--- src/slsu_pkg.sv ---
// Shared types, constants and helper functions for the sequential list unit.
// Used by slsu_cell, the top level and the checker; depends on nothing else.
package slsu_pkg;

   localparam int CAPACITY = 64;
   localparam int IDX_W    = $clog2(CAPACITY);
   localparam int CNT_W    = $clog2(CAPACITY + 1);
   localparam int KEY_W    = 32;
   localparam int OP_W     = 2;
   localparam int POS_W    = 7;
   localparam int STAT_W   = 2;
   localparam int FPOS_W   = 6;

   localparam logic [OP_W-1:0] OP_INSERT = 2'd0;
   localparam logic [OP_W-1:0] OP_DELETE = 2'd1;
   localparam logic [OP_W-1:0] OP_SEARCH = 2'd2;
   localparam logic [OP_W-1:0] OP_CLEAR  = 2'd3;

   localparam logic [STAT_W-1:0] ST_DONE     = 2'd0;
   localparam logic [STAT_W-1:0] ST_REJECT   = 2'd1;
   localparam logic [STAT_W-1:0] ST_NOTFOUND = 2'd2;

   typedef enum logic [1:0] {
      FSM_IDLE = 2'b01,
      FSM_EXEC = 2'b10
   } fsm_type;

   // Per-cycle control broadcast to every cell of the row.
   typedef struct packed {
      logic capture;     // compare the incoming key and latch the match flag
      logic shift_up;    // insert: open a gap at the boundary and load the key
      logic shift_down;  // delete: close the gap at the boundary
   } cell_ctrl_type;

   // Priority encoder: index of the lowest set bit, zero when none is set.
   function automatic logic [IDX_W-1:0] first_index(input logic [CAPACITY-1:0] vec);
      logic [IDX_W-1:0] idx;
      idx = '0;
      for (int i = CAPACITY - 1; i >= 0; i--) begin
         if (vec[i]) begin
            idx = IDX_W'(i);
         end
      end
      return idx;
   endfunction

endpackage

--- src/slsu_cell.sv ---
// One storage cell of the list row: holds one key and its match flag.
// Depends on slsu_pkg for widths and the control struct.
module slsu_cell (
   input  logic                          clock,
   input  slsu_pkg::cell_ctrl_type       ctrl,
   input  logic [slsu_pkg::IDX_W-1:0]    cell_index,
   input  logic [slsu_pkg::CNT_W-1:0]    count,
   input  logic [slsu_pkg::IDX_W-1:0]    boundary,
   input  logic [slsu_pkg::KEY_W-1:0]    cmp_key,
   input  logic [slsu_pkg::KEY_W-1:0]    load_key,
   input  logic [slsu_pkg::KEY_W-1:0]    left_value,
   input  logic [slsu_pkg::KEY_W-1:0]    right_value,
   output logic [slsu_pkg::KEY_W-1:0]    value,
   output logic                          match
);

   logic [slsu_pkg::KEY_W-1:0] value_ff, value_in;
   logic                       match_ff, match_in;

   always_comb begin
      value_in = value_ff;
      if (ctrl.shift_up) begin
         if (cell_index > boundary) begin
            value_in = left_value;
         end else if (cell_index == boundary) begin
            value_in = load_key;
         end
      end else if (ctrl.shift_down) begin
         if (cell_index >= boundary) begin
            value_in = right_value;
         end
      end
   end

   // Only cells below the fill count take part in a search.
   assign match_in = ctrl.capture
                     ? ((slsu_pkg::CNT_W'(cell_index) < count) && (value_ff == cmp_key))
                     : match_ff;

   always_ff @(posedge clock) begin
      value_ff <= value_in;
      match_ff <= match_in;
   end

   assign value = value_ff;
   assign match = match_ff;

endmodule

--- config.mk ---
export PLATFORM = sky130hd
export DESIGN_NAME = slsu_cell
export DESIGN_NICKNAME = d
export VERILOG_FILES = /design/src/slsu_pkg.sv /design/src/slsu_cell.sv
export SDC_FILE = /design/constraint.sdc
export NUM_CORES = 1
export LEC_CHECK = 0
export BUFFER_PORTS_ARGS = -buffer_cell sky130_fd_sc_hd__buf_2
export CAP_MARGIN = 20
export CORE_MARGIN = 2
export CORE_UTILIZATION = 43
export CTS_BUF_LIST = sky130_fd_sc_hd__clkbuf_4 sky130_fd_sc_hd__clkbuf_8 sky130_fd_sc_hd__clkbuf_16
export DETAILED_ROUTE_END_ITERATION = 16
export HOLD_SLACK_MARGIN = 0.08
export PLACE_DENSITY = 0.82
export SKIP_CTS_REPAIR_TIMING = 1
export SLEW_MARGIN = 10
export SYNTH_ARGS = -nofsm -noshare
export SYNTH_HDL_FRONTEND = slang
export SYNTH_SLANG_ARGS = --single-unit
--- constraint.sdc ---
create_clock -name clock -period 3.2 [get_ports clock]
set_clock_uncertainty 0.15 [all_clocks]
set_input_delay 0.48 -clock clock [delete_from_list [all_inputs] [get_ports clock]]
set_output_delay 0.48 -clock clock [all_outputs]
set_load 0.02 [all_outputs]
# Word-level counts from Yosys, hierarchy flattened
# Cells that the tools add are included.
[op_classes]
order_cmp = 3
n_eq_ne = 3
n_mux = 5
reduce_logical = 4
[op_table]
columns = ["op", "count"]
rows = [
  ["32-bit two-way mux", 5],
  ["32-bit == test", 1],
  ["6-bit by 7-bit less-than comparator with 1-bit output", 1],
  ["6-bit == test", 1],
  ["6-bit greater-or-equal comparator", 1],
  ["6-bit > comparator", 1],
  ["2-bit nonzero test", 2],
  ["3-bit by 1-bit != test with 1-bit output (second input constant)", 1],
  ["3-bit AND reduction", 1],
  ["1-bit logical AND", 1],
]
[totals]
register_bits = 33
inputBits = 151
output_inout_bits = 33

# Logic depth before layout (Yosys ltp)
# Gate-level depths: netlist of the first run.
[logic_depth]
ltp_word = 4
depth_mapped = 9
ltp_nobuf = 7

# Least setup slack after synthesis of the first run
# No wires, ideal clock.
[synth_timing]
path_kind = "input port to flip-flop"
from = "in boundary[5] (netlist bit)"
to = "reg value_ff, in the netlist value[0] (enable)"
arrival_time_ns = 1.897
required_ns = 2.659
setup_slack_ns = 0.762
path_stages = 5
path_cell_list = "inv_1 ha_1 nand2_1 o21ai_1 o22a_1"
[synth_between]
elab_chain_len = 3
elab_cells_between_ends = 6
cone_classes = "2 x order compare; 2 x eq/ne; 2 x reduce/logical"
[synth_lines]
columns = ["element", "line_no", "text"]
rows = [
  ["start, declared", "slsu_cell.sv:8", "input logic [slsu_pkg::IDX_W-1:0] boundary,"],
  ["6-bit > comparator, or another cell as far along", "slsu_cell.sv:23", "if (cell_index > boundary) begin"],
  ["3-bit by 1-bit != test with 1-bit output (no source line) / 2-bit nonzero test (equally long branches)", "-", ""],
  ["3-bit AND reduction (no source line) *", "-", ""],
  ["end signal, assigned", "slsu_cell.sv:41", "value_ff <= value_in;"],
  ["end, declared", "slsu_cell.sv:17", "logic [slsu_pkg::KEY_W-1:0] value_ff, value_in;"],
]
# Mark *: on every way between the ends. The rest lies on a longest branch, timed or not.
# A chain may end at the register's enable or synchronous reset.

# Worst setup path after layout of the first run
[layout_timing]
from = "in cell_index[5] (netlist bit)"
to = "reg value_ff, in the netlist value[0], data pin"
[layout_between]
elab_chain_len = 3
[layout_lines]
columns = ["element", "line_no", "text"]
rows = [
  ["start, declared", "slsu_cell.sv:6", "input logic [slsu_pkg::IDX_W-1:0] cell_index,"],
  ["6-bit > comparator", "slsu_cell.sv:23", ""],
  ["32-bit two-way mux", "slsu_cell.sv:23", ""],
  ["32-bit two-way mux", "slsu_cell.sv:22", "if (ctrl.shift_up) begin"],
  ["net value_in (one bit)", "slsu_cell.sv:17", ""],
]
# The timed path passes the listed nets, and every way through them passes these cells.

==> metrics.yaml, run 1 <==
critical_path:
  r2r-start: "value[28]$_DFFE_PP_"
  crit_chain: "buf_2 > ha_1 > a21oi_2 > o21ai_1 > or3_2 > o22ai_1 > nor2_1"
  cp-startpoint: "cell_index[5]"
  worst-path-max-fanout: 32
  cp_slowest_cell: "or3_2"
  rrSetupSlack_ns: 1.49
  path_class: "in2reg"
  crit_end: "value[0]$_DFFE_PP_"
  rr_endpoint: "match$_DFFE_PP_"
  required_ns: 3.08
  cp.depth: 7
  cp_top_family: "simple AND/OR/NAND/NOR gates"
  end_kind: "register"
  max_stage_delay_ns: 0.89
  cp-start-kind: "input pin"
  critical_path_buf_inv_count: 1
  crit_arrival_ns: 2.38
  worstRegToRegCells: 4
floorplan:
  die_area_mm2: 0.00718
  rows: 29
  die_h_um: 84.7
  die_x_um: 84.7
  ioPinCount: 184
  core_mm2: 0.00631
  initial_core_util: 0.444
clock_network:
  cts_root_buf: "clkbuf_8"
  worstSkewPairLatency_ns: 0.28
  clockBufferDepth: 2
  clock_sink_count: 33
  cts_max_level: 2
  numCtsBuffers: 5
  cts.clk_slew.worst_paths_ns: 0.07
  cts_tree: "built"
min_path:
  hold_path.startpoint: "ctrl[2]"
  hp-class: "in2reg"
synth:
  synth.net_count: 432
  yosysSeqAreaShare: 0.354
  ys_warn_count: 0
  synth.avg_cell_area_um2: 10.4
  yosysTopAreaCell: "edfxtp_1"
  synthCells: 270
  synth_seq_cells: 33
  synth_area_leaders: "edfxtp_1 35%, o22ai_2 13%, o2bb2ai_1 10%"
  synth_area_mm2: 0.00280
  synth_cell_types: 28
  synth_top_area_share: 0.354
pwr:
  seqPwrFrac: 0.405
  ir_worst_vdd_mv: 0.243
  internal-power_mw: 0.968
  p_sw_mw: 0.560
  p_comb_frac: 0.393
  total_leakage_power_nw: 1.73
  p_clk_frac: 0.202
  swShare: 0.367
  powerDensity_mw_per_mm2: 400
cells_and_area:
  final_cell_mix: "183 x buf_2, 35 x o22ai_1, 33 x nor2_1, 33 x edfxtp_1"
  layout-drive-gt1-share: 0.520
  fillCellCount: 559
  area_delta_synth_final_pct: 36.2
  nNetsFinal: 609
  layout_commonest_cell: "buf_2"
  finalInstanceArea_mm2: 0.00382
  antenna_cells: 0
timing:
  fin_crit_ns: 2.50
  hold_violations: 0
  fin_tns_setup_ns: 0
  rsz0062_at_grt: "false"
  setup_slack_ns: 0.703
  slew_viol_final: 0
  fmaxAchievable_mhz: 400
  setup_viol: 0
  relSlewSlack: 0.387
  tightest_slew_ns: 0.919
  fin_crit_sh: 0.780
drt:
  firstDrtPassIters: 4
  drt_iter0_drc: 104
  viasPerCell: 5.55
  totalWireLength_mm: 8.69
  drt_drc_violations_left: 0
  vias: 2915
  wl_per_cell_um: 16.6
  drtAntennaViolNets: 0
run_status:
  status: "finished clean"
global_route:
  antenna_found_initial: 0
  grt_overflow: 0
  grt_usage: 0.236
  grt_pass1_wl_mm: 13.5
  grt_max_degree: 35
  grt_pass1_vias: 2891
place:
  place_congestion: 0.811
  placed_area_mm2: 0.00373
  port_buffers: 183
  place_ws_ns: 0.413
  dp_hpwl_mm: 6.73
job:
  max_cap_violations: 0
-- state kept, by name, summed over array words and instances (netlist names) --
register	count
match	1
value	32
-- final cells by class --
class,instances,area (um2),share of cell area
tap,77,96.3,0.0252
timing repair buffer,190,968,0.254
clock buffer,5,68.8,0.0180
multi-input combinational,205,1630,0.427
clock inverter,3,17.5,0.00459
inverter,12,45.0,0.0118
sequential,33,991,0.260
-- worst register-to-register path: cells and delay by family, from the launching register on --
kind | cells | cell delay (ns)
AND/OR/NAND/NOR | 3 | 0.83
flip-flops | 1 | 0.42
XOR/XNOR | 1 | 0.16
-- metal layers --
metal	global-route usage	wire length, um	up-vias
met5	0	0	-
met4	0.0722	142	0
met3	0.0501	695	12
met2	0.436	4490	130
met1	0.272	3360	1354
li1	-	-	1419
-- per-stage QoR --
| step | utilization | instances | power (mW) | hold slack [ns] |
|---|---|---|---|---|
| after floorplan | - | 270 | 0.989 | 0.442 |
| after global placement | 0.591 | 517 | 1.21 | 0.534 |
| after detailed placement | 0.591 | 517 | 1.23 | 0.535 |
| after CTS | 0.604 | 525 | 1.54 | 0.235 |
| after global routing | 0.604 | 525 | 1.61 | 0.229 |
| final | 0.604 | 525 | 1.53 | 0.252 |
-- cell usage after synthesis, drive strengths merged --
| master | instances |
|---|---|
| o21ba | 1 |
| a21o | 2 |
| inv | 12 |
| nor2b | 1 |
| o22ai | 65 |
| o2bb2ai | 32 |
| xor2 | 32 |
| clkbuf | 6 |
| nor2 | 34 |
| edfxtp | 33 |
| o21ai | 2 |
| a21oi | 5 |
| buf | 14 |
| o211ai | 1 |
| o22a | 1 |
| nand4 | 3 |
| nor4 | 8 |
| nand2 | 2 |
| or3 | 1 |
| nand2b | 2 |
| nor3 | 1 |
| ha | 11 |
| nand4b | 1 |
-- worst min-delay path by stage --
stage | to | slack (ns) | cells after the start
after CTS | match$_DFFE_PP_ | 0.24 | 1
after global routing | match$_DFFE_PP_ | 0.23 | 1
after detailed placement | match$_DFFE_PP_ | 0.54 | 1
final | match$_DFFE_PP_ | 0.25 | 1
after global placement | match$_DFFE_PP_ | 0.53 | 1
after floorplan | match$_DFFE_PP_ | 0.44 | 0
-- cell families (layout without fill, tap and decap cells) --
| family | after synthesis | after routing | synth area share |
|---|---|---|---|
| AOI/OAI and AO/OA | 109 | 109 | 0.341 |
| xor gates and xnor gates | 32 | 32 | 0.100 |
| adders and majority gates | 11 | 11 | 0.0491 |
| and+or+nand+nor | 53 | 53 | 0.0889 |
| DFF | 33 | 33 | 0.354 |
| buffers and inverters | 32 | 210 | 0.0674 |
-- power by group through the flow --
stage | clock, mW | combinational [mW] | sequential [mW]
6_report | 0.309 | 0.600 | 0.619
5_1_grt | 0.335 | 0.653 | 0.626
4_1_cts | 0.319 | 0.602 | 0.619
3_5_place_dp | 0 | 0.600 | 0.627
3_3_place_gp | 0 | 0.585 | 0.627
2_1_floorplan | 0 | 0.286 | 0.703
No activity file was read; power rests on OpenSTA's default activity.
==> run 2: changes to the inputs <==
--- a/config.mk
+++ b/config.mk
@@ -8,11 +8,11 @@
 export BUFFER_PORTS_ARGS = -buffer_cell sky130_fd_sc_hd__buf_2
 export CAP_MARGIN = 20
 export CORE_MARGIN = 2
-export CORE_UTILIZATION = 43
+export CORE_UTILIZATION = 39
 export CTS_BUF_LIST = sky130_fd_sc_hd__clkbuf_4 sky130_fd_sc_hd__clkbuf_8 sky130_fd_sc_hd__clkbuf_16
 export DETAILED_ROUTE_END_ITERATION = 16
 export HOLD_SLACK_MARGIN = 0.08
-export PLACE_DENSITY = 0.82
+export PLACE_DENSITY = 0.78
 export SKIP_CTS_REPAIR_TIMING = 1
 export SLEW_MARGIN = 10
 export SYNTH_ARGS = -nofsm -noshare
==> constraint.sdc (replaced) <==
create_clock -name clock -period 2.25 [get_ports clock]
set_clock_uncertainty 0.15 [all_clocks]
set_input_delay 0.3375 -clock clock [delete_from_list [all_inputs] [get_ports clock]]
set_output_delay 0.3375 -clock clock [all_outputs]
set_load 0.02 [all_outputs]
==> run 2 against run 1 <==
  * Flip-flop and latch count unchanged
  * Die area up 9.8%
  * Largest cell class unchanged
  * Sequential power up 42%
  * Critical path depth up 1
  * Cell count up 5.9%
  * Cell area up 4.6%
  * Via count up 2.7%
  * Clock power up 83%
  * Highest routed layer unchanged
  * Worst setup slack worse by 0.51 ns
  * Combinational power up 51%
  * Clock-buffer cell count up 1
  * First-iteration DRC count up 44%
==> metrics.yaml, run 2 (same netlist as run 1, synthesis figures left out) <==
timing:
  fin_crit_ns: 2.06
  setup_slack_ns: 0.192
  relSlewSlack: 0.637
  tightest_slew_ns: 0.544
  setup_viol: 0
  hold_violations: 0
  slew_viol_final: 0
  fmaxAchievable_mhz: 486
  fin_crit_sh: 0.915
  rsz0062_at_grt: "false"
place:
  place_ws_ns: -0.0917
  dp_hpwl_mm: 7.45
  placed_area_mm2: 0.00388
  port_buffers: 183
  place_congestion: 0.788
global_route:
  grt_max_degree: 35
  grt_overflow: 0
  grt_pass1_vias: 2979
  grt_usage: 0.230
  grt_pass1_wl_mm: 13.9
  antenna_found_initial: 0
critical_path:
  cp-start-kind: "input pin"
  cp_slowest_cell: "or3_2"
  required_ns: 2.13
  crit_chain: "buf_2 > ha_1 > a21oi_2 > o21ai_1 > or3_2 > buf_12 > o22ai_1 > nor2_1"
  worst-path-max-fanout: 32
  max_stage_delay_ns: 0.50
  path_class: "in2reg"
  crit_arrival_ns: 1.94
  end_kind: "register"
  cp_top_family: "simple AND/OR/NAND/NOR gates"
  critical_path_buf_inv_count: 2
drt:
  viasPerCell: 5.38
  drtAntennaViolNets: 0
  drt_iter0_drc: 150
  totalWireLength_mm: 9.36
  wl_per_cell_um: 16.8
  vias: 2993
  firstDrtPassIters: 4
  drt_drc_violations_left: 0
floorplan:
  ioPinCount: 184
  die_h_um: 88.8
  initial_core_util: 0.408
  rows: 30
  die_x_um: 88.8
  core_mm2: 0.00687
  die_area_mm2: 0.00788
cells_and_area:
  largest_reg_flops: 32
  final_cell_mix: "183 x buf_2, 35 x o22ai_1, 33 x nor2_1, 33 x edfxtp_1"
  finalInstanceArea_mm2: 0.00399
  area_delta_synth_final_pct: 42.5
  layout_commonest_cell: "buf_2"
  finish.utilization: 0.581
  antenna_cells: 0
  nNetsFinal: 621
  layout-drive-gt1-share: 0.533
  fillCellCount: 645
clock_network:
  cts_root_buf: "clkbuf_8"
  clock_sink_count: 33
  worstSkewPairLatency_ns: 0.29
  clockBufferDepth: 2
  cts_max_level: 2
  cts_tree: "built"
  cts.clk_slew.worst_paths_ns: 0.07
  numCtsBuffers: 5
pwr:
  p_clk_frac: 0.241
  total_leakage_power_nw: 1.81
  p_comb_frac: 0.386
  internal-power_mw: 1.54
  seqPwrFrac: 0.373
  swShare: 0.346
  p_sw_mw: 0.815
  powerDensity_mw_per_mm2: 589
  ir_worst_vdd_mv: 0.357
min_path:
  hp-class: "in2reg"
job:
  max_cap_violations: 0
run_status:
  status: "finished clean"
## run 2: cell count changes in the layout (fill, tap and decap cells not counted)
cell,previous run,this run
o22a_1,1,0
clkbuf_4,0,1
clkinvlp_4,1,0
clkinv_1,0,1
clkinv_2,2,0
buf_12,0,3
o22a_2,0,1
bufinv_16,0,1
buf_4,7,16
## run 2: worst paths after layout
path | start | end | slack, ns | depth (start not counted)
min | ctrl[2] | match$_DFFE_PP_ | 0.1 | 1
max reg2reg | value[9]$_DFFE_PP_ | match$_DFFE_PP_ | 0.54 | 4
max | cell_index[5] | value[0]$_DFFE_PP_ | 0.19 | 8
min reg2reg | value[8]$_DFFE_PP_ | match$_DFFE_PP_ | 0.71 | 4
## run 2: power groups by stage
stage / sequential, mW / combinational (mW) / clock (mW)
floorplan: 0.999 / 0.407 / 0
global placement: 0.890 / 0.877 / 0
detailed placement: 0.892 / 0.905 / 0
CTS: 0.880 / 0.908 / 0.578
global route: 0.889 / 0.988 / 0.604
finish: 0.878 / 0.907 / 0.567
## run 2: final cells by class
| cell class | count | area, um2 | area share |
|---|---|---|---|
| repair buffers | 202 | 1100 | 0.275 |
| flip-flops and latches | 33 | 991 | 0.248 |
| clock buffers | 6 | 76.3 | 0.0191 |
| well taps | 96 | 120 | 0.0301 |
| clock inverters | 2 | 33.8 | 0.00846 |
| multi-input cells | 205 | 1630 | 0.408 |
| inverters | 12 | 45.0 | 0.0113 |
## run 2: per-stage QoR
| stage | power, mW | hold slack (ns) | instances | TNS (ns) |
|---|---|---|---|---|
| floorplan | 1.41 | 0.300 | 270 | 0 |
| CTS | 2.37 | 0.0908 | 556 | 0 |
| finish | 2.35 | 0.0982 | 556 | 0 |
| global route | 2.48 | 0.0840 | 556 | 0 |
| detailed placement | 1.80 | 0.388 | 548 | -2.53 |
| global placement | 1.77 | 0.388 | 548 | -1.21 |
## run 2: metal layers
metal | up-vias | share of wire | GRT usage
li1 | 1441 | - | -
met1 | 1397 | 0.39 | 0.264
met2 | 143 | 0.52 | 0.440
met4 | 0 | 0.014 | 0.0482
met3 | 12 | 0.076 | 0.0420
met5 | - | 0 | 0
